[src/modexp_pkg.sv]
`timescale 1ns / 1ps
// ----------------------------------------------------------------------------
// modexp_pkg
// Shared constants, state type and control structs of the modular
// exponentiation engine.
// ----------------------------------------------------------------------------
package modexp_pkg;

    localparam int DATA_W             = 32;
    localparam int CFG_IDX_W          = 8;
    localparam int DEFAULT_WORD_WIDTH = 32;

    localparam logic [CFG_IDX_W-1:0] REG_EXPONENT = CFG_IDX_W'(0);
    localparam logic [CFG_IDX_W-1:0] REG_MODULUS  = CFG_IDX_W'(1);

    typedef enum logic [2:0] {
        ST_IDLE,
        ST_REDUCE,
        ST_MUL,
        ST_SQR,
        ST_DONE
    } modexp_state_t;

    typedef struct packed {
        logic start;
    } mm_ctrl_t;

    typedef struct packed {
        logic busy;
        logic done;
    } mm_stat_t;

endpackage

[src/modexp_cell.sv]
`timescale 1ns / 1ps
// ----------------------------------------------------------------------------
// modexp_cell
// One bit slice of the shift-add modular multiplier: holds one remainder bit,
// forms 2R + A, 2R + A - M and 2R + A - 2M with ripple from its neighbor.
// ----------------------------------------------------------------------------
module modexp_cell
    import modexp_pkg::*;
(
    input  logic clk,
    input  logic clr,
    input  logic en,
    input  logic r_lo,
    input  logic a_bit,
    input  logic m_bit,
    input  logic m2_bit,
    input  logic add_sel,
    input  logic use_d1,
    input  logic use_d2,
    input  logic c_in,
    input  logic b1_in,
    input  logic b2_in,
    output logic c_out,
    output logic b1_out,
    output logic b2_out,
    output logic r_bit
);

    logic r_reg;
    logic r_next;
    logic addend;
    logic t_bit;
    logic d1_bit;
    logic d2_bit;

    always_comb
    begin
        addend = add_sel & a_bit;
        t_bit  = r_lo ^ addend ^ c_in;
        c_out  = (r_lo & addend) | (r_lo & c_in) | (addend & c_in);
        d1_bit = t_bit ^ m_bit ^ b1_in;
        b1_out = (~t_bit & m_bit) | (~t_bit & b1_in) | (m_bit & b1_in);
        d2_bit = t_bit ^ m2_bit ^ b2_in;
        b2_out = (~t_bit & m2_bit) | (~t_bit & b2_in) | (m2_bit & b2_in);
        if (clr)
        begin
            r_next = 1'b0;
        end
        else if (en)
        begin
            r_next = use_d2 ? d2_bit : (use_d1 ? d1_bit : t_bit);
        end
        else
        begin
            r_next = r_reg;
        end
    end

    always_ff @(posedge clk)
    begin
        r_reg <= r_next;
    end

    assign r_bit = r_reg;

endmodule

[src/modexp_mm.sv]
`timescale 1ns / 1ps
// ----------------------------------------------------------------------------
// modexp_mm
// Interleaved modular multiplier: a row of bit cells, one multiplier bit per
// cycle from the top.
// ----------------------------------------------------------------------------
module modexp_mm
    import modexp_pkg::*;
#(
    parameter int WORD_WIDTH = DEFAULT_WORD_WIDTH
)
(
    input  logic                  clk,
    input  logic                  rst_n,
    input  mm_ctrl_t              ctrl,
    input  logic [WORD_WIDTH-1:0] a,
    input  logic [WORD_WIDTH-1:0] b,
    input  logic [WORD_WIDTH-1:0] m,
    output mm_stat_t              stat,
    output logic [WORD_WIDTH-1:0] result
);

    localparam int NC    = WORD_WIDTH + 2;
    localparam int CNT_W = $clog2(WORD_WIDTH + 1);

    logic [WORD_WIDTH-1:0] b_reg;
    logic [WORD_WIDTH-1:0] b_next;
    logic [CNT_W-1:0]      cnt_reg;
    logic [CNT_W-1:0]      cnt_next;
    logic                  busy_reg;
    logic                  busy_next;
    logic                  done_reg;
    logic                  done_next;

    logic [NC-1:0] r_all;
    logic [NC-1:0] r_sh;
    logic [NC-1:0] a_ext;
    logic [NC-1:0] m_ext;
    logic [NC-1:0] m2_ext;
    logic [NC:0]   c_ch;
    logic [NC:0]   b1_ch;
    logic [NC:0]   b2_ch;
    logic          use_d1;
    logic          use_d2;

    assign r_sh   = {r_all[NC-2:0], 1'b0};
    assign a_ext  = {2'b00, a};
    assign m_ext  = {2'b00, m};
    assign m2_ext = {1'b0, m, 1'b0};
    assign c_ch[0]  = 1'b0;
    assign b1_ch[0] = 1'b0;
    assign b2_ch[0] = 1'b0;
    // borrow out of the top slice means the sum is below M (or 2M)
    assign use_d1 = ~b1_ch[NC];
    assign use_d2 = ~b2_ch[NC];

    for (genvar j = 0; j < NC; j++)
    begin : g_cell
        modexp_cell u_cell (
            .clk     (clk),
            .clr     (ctrl.start),
            .en      (busy_reg),
            .r_lo    (r_sh[j]),
            .a_bit   (a_ext[j]),
            .m_bit   (m_ext[j]),
            .m2_bit  (m2_ext[j]),
            .add_sel (b_reg[WORD_WIDTH-1]),
            .use_d1  (use_d1),
            .use_d2  (use_d2),
            .c_in    (c_ch[j]),
            .b1_in   (b1_ch[j]),
            .b2_in   (b2_ch[j]),
            .c_out   (c_ch[j+1]),
            .b1_out  (b1_ch[j+1]),
            .b2_out  (b2_ch[j+1]),
            .r_bit   (r_all[j])
        );
    end

    always_comb
    begin
        b_next    = b_reg;
        cnt_next  = cnt_reg;
        busy_next = busy_reg;
        done_next = 1'b0;
        if (ctrl.start)
        begin
            b_next    = b;
            cnt_next  = CNT_W'(WORD_WIDTH);
            busy_next = 1'b1;
        end
        else if (busy_reg)
        begin
            b_next   = {b_reg[WORD_WIDTH-2:0], 1'b0};
            cnt_next = cnt_reg - CNT_W'(1);
            if (cnt_reg == CNT_W'(1))
            begin
                busy_next = 1'b0;
                done_next = 1'b1;
            end
        end
    end

    always_ff @(posedge clk)
    begin
        b_reg <= b_next;
    end

    always_ff @(posedge clk or negedge rst_n)
    begin
        if (!rst_n)
        begin
            cnt_reg  <= '0;
            busy_reg <= 1'b0;
            done_reg <= 1'b0;
        end
        else
        begin
            cnt_reg  <= cnt_next;
            busy_reg <= busy_next;
            done_reg <= done_next;
        end
    end

    assign stat.busy = busy_reg;
    assign stat.done = done_reg;
    assign result    = r_all[WORD_WIDTH-1:0];

endmodule

[src/modular_exponentiation.sv]
`timescale 1ns / 1ps
// Each clear exponent bit skips one multiply.
// One word at a time: the single bit-cell multiplier row, one multiplier bit
// per cycle, serves every step of a word.
// Reset: asynchronous, active low; exponent clears to 0, modulus to 1, the
// engine idles and no result word is pending.
// ----------------------------------------------------------------------------
// modular_exponentiation
// Right-to-left binary modular exponentiation over a shared shift-add
// modular multiplier built as a chain of bit cells.
// ----------------------------------------------------------------------------
module modular_exponentiation
    import modexp_pkg::*;
#(
    parameter int WORD_WIDTH = DEFAULT_WORD_WIDTH
)
(
    input  logic                 clk,
    input  logic                 rst_n,
    input  logic                 cfg_valid,
    output logic                 cfg_ready,
    input  logic [CFG_IDX_W-1:0] cfg_index,
    input  logic [DATA_W-1:0]    cfg_data,
    input  logic                 in_valid,
    output logic                 in_ready,
    input  logic [DATA_W-1:0]    message_value,
    output logic                 out_valid,
    input  logic                 out_ready,
    output logic [DATA_W-1:0]    power_value
);

    localparam int BIT_W = $clog2(WORD_WIDTH);

    // key registers, always writable
    logic [WORD_WIDTH-1:0] exponent_reg;
    logic [WORD_WIDTH-1:0] modulus_reg;
    logic [WORD_WIDTH-1:0] cfg_word;

    modexp_state_t         state_reg;
    modexp_state_t         state_next;
    logic                  launch_reg;
    logic                  launch_next;
    logic [WORD_WIDTH-1:0] msg_reg;
    logic [WORD_WIDTH-1:0] msg_next;
    logic [WORD_WIDTH-1:0] acc_reg;
    logic [WORD_WIDTH-1:0] acc_next;
    logic [WORD_WIDTH-1:0] pw_reg;
    logic [WORD_WIDTH-1:0] pw_next;
    logic [WORD_WIDTH-1:0] exp_reg;
    logic [WORD_WIDTH-1:0] exp_next;
    logic [BIT_W-1:0]      bit_reg;
    logic [BIT_W-1:0]      bit_next;
    logic                  out_valid_reg;
    logic                  out_valid_next;
    logic [DATA_W-1:0]     power_reg;
    logic [DATA_W-1:0]     power_next;

    mm_ctrl_t              mm_ctrl;
    mm_stat_t              mm_stat;
    logic [WORD_WIDTH-1:0] mm_a;
    logic [WORD_WIDTH-1:0] mm_b;
    logic [WORD_WIDTH-1:0] mm_res;
    logic                  in_fire;
    logic                  out_free;

    assign cfg_ready = 1'b1;
    assign cfg_word  = cfg_data[WORD_WIDTH-1:0];

    // Drop modulus writes of zero and writes to unknown indexes.
    always_ff @(posedge clk or negedge rst_n)
    begin
        if (!rst_n)
        begin
            exponent_reg <= '0;
            modulus_reg  <= WORD_WIDTH'(1);
        end
        else if (cfg_valid)
        begin
            case (cfg_index)
                REG_EXPONENT: exponent_reg <= cfg_word;
                REG_MODULUS:
                begin
                    if (cfg_word != '0)
                    begin
                        modulus_reg <= cfg_word;
                    end
                end
                default: ;
            endcase
        end
    end

    assign in_fire  = in_valid && in_ready;
    assign out_free = !out_valid_reg || out_ready;

    // Operand select: reduce the base as 1 * msg, multiply acc by the base
    // power, square the base power. The A operand is always below or equal
    // to the modulus, which keeps 2R + A under 3M.
    always_comb
    begin
        case (state_reg)
            ST_REDUCE:
            begin
                mm_a = WORD_WIDTH'(1);
                mm_b = msg_reg;
            end
            ST_MUL:
            begin
                mm_a = pw_reg;
                mm_b = acc_reg;
            end
            default:
            begin
                mm_a = pw_reg;
                mm_b = pw_reg;
            end
        endcase
    end

    // Next state.
    always_comb
    begin
        state_next  = state_reg;
        launch_next = 1'b0;
        case (state_reg)
            ST_IDLE:
            begin
                if (in_valid)
                begin
                    state_next  = ST_REDUCE;
                    launch_next = 1'b1;
                end
            end
            ST_REDUCE:
            begin
                if (mm_stat.done)
                begin
                    state_next  = exp_reg[0] ? ST_MUL : ST_SQR;
                    launch_next = 1'b1;
                end
            end
            ST_MUL:
            begin
                if (mm_stat.done)
                begin
                    state_next  = ST_SQR;
                    launch_next = 1'b1;
                end
            end
            ST_SQR:
            begin
                if (mm_stat.done)
                begin
                    if (bit_reg == BIT_W'(WORD_WIDTH - 1))
                    begin
                        state_next = ST_DONE;
                    end
                    else
                    begin
                        state_next  = exp_reg[1] ? ST_MUL : ST_SQR;
                        launch_next = 1'b1;
                    end
                end
            end
            ST_DONE:
            begin
                if (out_free)
                begin
                    state_next = ST_IDLE;
                end
            end
            default: state_next = ST_IDLE;
        endcase
    end

    // Datapath and output register updates.
    always_comb
    begin
        msg_next       = msg_reg;
        acc_next       = acc_reg;
        pw_next        = pw_reg;
        exp_next       = exp_reg;
        bit_next       = bit_reg;
        power_next     = power_reg;
        out_valid_next = out_valid_reg && !out_ready;
        case (state_reg)
            ST_IDLE:
            begin
                if (in_fire)
                begin
                    msg_next = message_value[WORD_WIDTH-1:0];
                    acc_next = WORD_WIDTH'(1);
                    exp_next = exponent_reg;
                    bit_next = '0;
                end
            end
            ST_REDUCE:
            begin
                if (mm_stat.done)
                begin
                    pw_next = mm_res;
                end
            end
            ST_MUL:
            begin
                if (mm_stat.done)
                begin
                    acc_next = mm_res;
                end
            end
            ST_SQR:
            begin
                if (mm_stat.done)
                begin
                    pw_next  = mm_res;
                    exp_next = exp_reg >> 1;
                    bit_next = bit_reg + BIT_W'(1);
                end
            end
            ST_DONE:
            begin
                if (out_free)
                begin
                    power_next     = DATA_W'(acc_reg);
                    out_valid_next = 1'b1;
                end
            end
            default: ;
        endcase
    end

    always_ff @(posedge clk)
    begin
        msg_reg   <= msg_next;
        acc_reg   <= acc_next;
        pw_reg    <= pw_next;
        exp_reg   <= exp_next;
        power_reg <= power_next;
    end

    always_ff @(posedge clk or negedge rst_n)
    begin
        if (!rst_n)
        begin
            state_reg     <= ST_IDLE;
            launch_reg    <= 1'b0;
            bit_reg       <= '0;
            out_valid_reg <= 1'b0;
        end
        else
        begin
            state_reg     <= state_next;
            launch_reg    <= launch_next;
            bit_reg       <= bit_next;
            out_valid_reg <= out_valid_next;
        end
    end

    assign mm_ctrl.start = launch_reg;

    modexp_mm #(
        .WORD_WIDTH (WORD_WIDTH)
    ) u_mm (
        .clk    (clk),
        .rst_n  (rst_n),
        .ctrl   (mm_ctrl),
        .a      (mm_a),
        .b      (mm_b),
        .m      (modulus_reg),
        .stat   (mm_stat),
        .result (mm_res)
    );

    assign in_ready    = (state_reg == ST_IDLE);
    assign out_valid   = out_valid_reg;
    assign power_value = power_reg;

endmodule

[config.mk]
export PLATFORM = sky130hd
export DESIGN_NAME = modular_exponentiation
export DESIGN_NICKNAME = d
export VERILOG_FILES = /design/src/modexp_pkg.sv /design/src/modexp_cell.sv /design/src/modexp_mm.sv /design/src/modular_exponentiation.sv
export SDC_FILE = /design/constraint.sdc
export NUM_CORES = 1
export LEC_CHECK = 0
export BUFFER_PORTS_ARGS = -buffer_cell sky130_fd_sc_hd__buf_2
export CAP_MARGIN = 10
export CORE_ASPECT_RATIO = 1.2
export CORE_MARGIN = 5
export CORE_UTILIZATION = 60
export CTS_CLUSTER_DIAMETER = 150
export DETAILED_ROUTE_END_ITERATION = 8
export PLACE_DENSITY = 0.79
export SYNTH_ARGS = -nofsm -noshare
export SYNTH_HDL_FRONTEND = slang
export SYNTH_SLANG_ARGS = --single-unit
[constraint.sdc]
create_clock -name clk -period 33.7 [get_ports clk]
set_input_delay 1.685 -clock clk [delete_from_list [all_inputs] [get_ports clk]]
set_output_delay 1.685 -clock clk [all_outputs]
set_load 0.005 [all_outputs]
==> impl.org <==
** Outcome
- Status :: finished clean

** Yosys
- Post-synthesis register bit count :: 307
- During synthesis, Yosys emitted a total of 0 warnings.
- Sequential share of the synthesized area :: 0.5240
- After technology mapping, the gate count stands at 1,426.
- In this run the cell area of the synthesized design comes to 0.01618 sq mm.
- Library cells used by synthesis :: 93
- The synthesized design contains 192 enable-type register cells.
- When the netlist entered floorplanning its net count stood at 1,540.
- Ys async rst share :: 0.2671
- A synthesized cell averages 11.35 sq um.
- Commonest register cell after synthesis :: edfxtp_1

** Route
- Number of remaining DRC errors :: 0
- Via count of the routed design :: 11.47k
- Drt initial violations :: 960
- Summed over all layers, the routed wires come to 36,430 microns.
- Mean number of vias per cell :: 6.221
- Number of nets with antenna violations after routing :: 0
- For this run, the detailed router's first-pass iteration total came to 7.
- Avg WL per Cell :: 19.76 microns

** Clock tree
- TritonCTS built the clock tree.
- Number of cells upsized or downsized after cts :: 0
- Post-CTS timing repair inserted 0 buffers for setup.
- Counting the buffers created by CTS gives 30.
- Total number of H-tree levels :: 1
- Hold Buf Count CTS :: 0
- The root buffer cell chosen for the clock tree is clkbuf_16.
- Clk sink count :: 307
- Clock buffer depth :: 3
- The later pin in the worst-skew pair is clocked with a latency of 0.56 ns.
- After clock tree synthesis, the clock-pin slew on the worst setup and hold paths is 0.06 ns.

** Layout
- Of the cells placed in the final design, the portion with a size suffix greater than 1 is 0.2101.
- For this run, the post-layout net count is 1,599.
- Footprint of the flip-flops and latches :: 0.008481 sq mm
- Number of flip-flops under the largest register name :: 33
- Antenna diodes :: 0
- After filler insertion, the fill cell instance count of the layout stands at 1,919.
- Compared with the post-synthesis result, the final layout area differs by 10.70%.
- Summed area of non-filler cells in the final layout :: 0.01791 sq mm
- Multi-input gate area :: 0.007089 sq mm

** Critical path
- The worst setup path is captured at a flop.
- Endpoint of the most critical register-to-register path :: u_mm.g_cell[12].u_cell.r_bit
- STA classifies the critical path startpoint as a flop.
- For the worst setup path, the data arrival time is 17.87 ns.
- Worst Path Required :: 34.20 ns
- Highest-delay cell along the critical path :: fa_1
- Startpoint of the worst register-to-register path :: state_reg[1]
- The most critical setup path has its endpoint at u_mm.g_cell[12].u_cell.r_bit.
- The setup check on the worst reg-to-reg path leaves a slack of 16.33 ns.
- For this run, the slowest stage of the critical path takes 0.81 ns.
- The worst setup path is of the flop to flop kind.
- Measured in cells, the most critical reg-to-reg path has a length of 45.
- The cell that appears most often on the critical path is fa_1.
- Worst Setup SP :: state_reg[1]
- CP max FO :: 35

** Place
- Worst setup timing slack at the placement stage :: 16.33 ns
- At the end of routability-driven placement, the weighted congestion stood at 0.9280.
- In this run the cell area measured after placement is 0.01690 sq mm.
- Final HPWL DP :: 26,230 microns
- Port buffering added 110 buffers.

** Timing
- Final Worst Setup Slack :: 16.33 ns
- Count of final hold-check violations :: 0
- Slew headroom :: 0.3717
- Setup repair after global routing left no endpoint under its margin.
- Worst hold slack across all endpoints :: 0.4246 ns
- Clock period minus worst slack :: 17.37 ns
- Final period utilization :: 0.5155
- At the pin with the least slew margin, the transition time is 0.9425 ns.
- On the final layout, the worst clock skew is 0.01060 ns.
- Setup violations remaining at the end of the flow were counted as 0.
- Adding up every negative setup slack in the final design gives 0 ns.
- Derived from the worst setup path, the maximum achievable clock frequency is 0.05756 GHz.
- The total count of max-transition violations in the final report came to 0.

** Global routing
- The first global-routing pass estimated 59,210 microns of wire.
- Vias in the first global route :: 11.22k
- In the global route stage, overall resource usage came out at 0.2365.
- Entering global routing, the biggest net connects 77 pins.
- The total overflow left after global routing is 0.
- The initial antenna violation count was 0.

** Floorplanning
- In this run the core area contains 65 standard-cell rows.
- Area of the die :: 0.03037 sq mm
- From left edge to right edge, the die measures 159.9 microns.
- IO Count :: 112
- Vert. Die Dim :: 189.9 microns
- For this configuration, the core starts out at a cell density of 0.6123.
- Core area :: 0.02643 sq mm

** Power
- In this run the static leakage power is 6.769 nW.
- IR analysis of the VDD net gives a maximum drop of 0.04781 mV.
- Total power of the final layout :: 0.001552 W
- Power spread over the standard cell area amounts to 86.61 mW/mm^2.

** Worst hold path
- The path class of the tightest hold or removal check is flop to flop.

** Flow run
- Number of maximum-capacitance violations :: 0
[critical path: cells and delay by family (launching register included)]
kind	cells	cell delay, ns
buffers and inverters	4	0.89
flip-flops	1	0.60
adder cells (fa/ha/maj)	31	13.55
AO/OA/AOI/OAI	5	1.28
AND/OR/NAND/NOR	5	0.96
[cell usage after synthesis (all sizes together) (13+ instances only)]
master	n	share of area
edfxtp	192	0.36
nand2	142	0.033
nor2	120	0.028
mux2	97	0.067
dfrtp	81	0.13
clkbuf	77	0.018
xnor2	62	0.034
nor3	57	0.018
inv	52	0.012
a31oi	46	0.020
a22oi	44	0.021
o21ai	43	0.014
dfxtp	33	0.041
a21oi	32	0.010
fa	30	0.037
buf	28	0.0098
xor2	25	0.014
maj3	23	0.014
nor4	22	0.0085
o22ai	14	0.0054
a211o	13	0.0070
and2	13	0.0050
[metrics by stage]
| step | instances | utilization |
|---|---|---|
| 2_1_floorplan | 1426 | - |
| 4_1_cts | 1843 | 0.6767 |
| 3_5_place_dp | 1787 | 0.6392 |
| 6_report | 1844 | 0.6778 |
| 5_1_grt | 1844 | 0.6778 |
| 3_3_place_gp | 1787 | 0.6392 |
[layout make-up]
class	instances	area share
clock buffers	49	0.05050
clock inverters	7	0.004889
inverters	52	0.01090
multi-input cells	962	0.3957
flip-flops and latches	307	0.4734
well taps	335	0.02340
repair buffers	132	0.04121
[worst min path at each step]
stage	from	slack, ns	endpoint	cells after the start
after floorplan	u_mm.g_cell[10].u_cell.r_bit	0.41	pw_reg[10]	0
after global placement	u_mm.g_cell[20].u_cell.r_bit	0.41	pw_reg[20]	0
after detailed placement	u_mm.g_cell[21].u_cell.r_bit	0.41	pw_reg[21]	0
after CTS	u_mm.g_cell[21].u_cell.r_bit	0.42	pw_reg[21]	0
after global routing	u_mm.g_cell[26].u_cell.r_bit	0.44	pw_reg[26]	0
final	u_mm.g_cell[21].u_cell.r_bit	0.42	pw_reg[21]	0
[routing by layer]
metal / up-vias / share of wire / GRT usage
met5: - / 0 / 0
met4: 0 / 0.028 / 0.07216
met3: 79 / 0.071 / 0.03185
met2: 502 / 0.47 / 0.3814
met1: 5539 / 0.43 / 0.3386
li1: 5351 / - / -
[where the power goes]
group | switching [W] | internal [W]
Combinational | 0.000426 | 0.000271
Sequential | 0.0000406 | 0.000481
Clock | 0.000136 | 0.000198
Total | 0.000603 | 0.000949
[placed cells by master (no fill, tap or decap), drive strengths merged, types with 8 or more instances in the layout]
| cell type | count |
|---|---|
| buf | 132 |
| a221o | 11 |
| a211o | 13 |
| nor4 | 22 |
| xnor2 | 62 |
| dfrtp | 81 |
| clkbuf | 49 |
| nor3 | 57 |
| a2111oi | 8 |
| nor2 | 120 |
| nor2b | 8 |
| maj3 | 23 |
| a31oi | 46 |
| nand2b | 11 |
| fa | 30 |
| nand3 | 8 |
| edfxtp | 192 |
| nand2 | 142 |
| a22oi | 44 |
| dfxtp | 33 |
| inv | 52 |
| o31ai | 10 |
| o21ai | 43 |
| mux2 | 97 |
| xor2 | 25 |
| o22ai | 14 |
| a21oi | 32 |
| and2 | 13 |
[cells by family after synthesis]
group           after synthesis  share of synthesized area
compound gates              302                     0.1461
buf+inv                     157                    0.03982
simple gates                408                     0.1140
xor+xnor                     87                    0.04709
other cells                   1                  0.0002317
fa+ha+maj                    60                    0.05698
mux                         104                    0.07183
flops                       307                     0.5240
(Power assumes the default switching activity.)
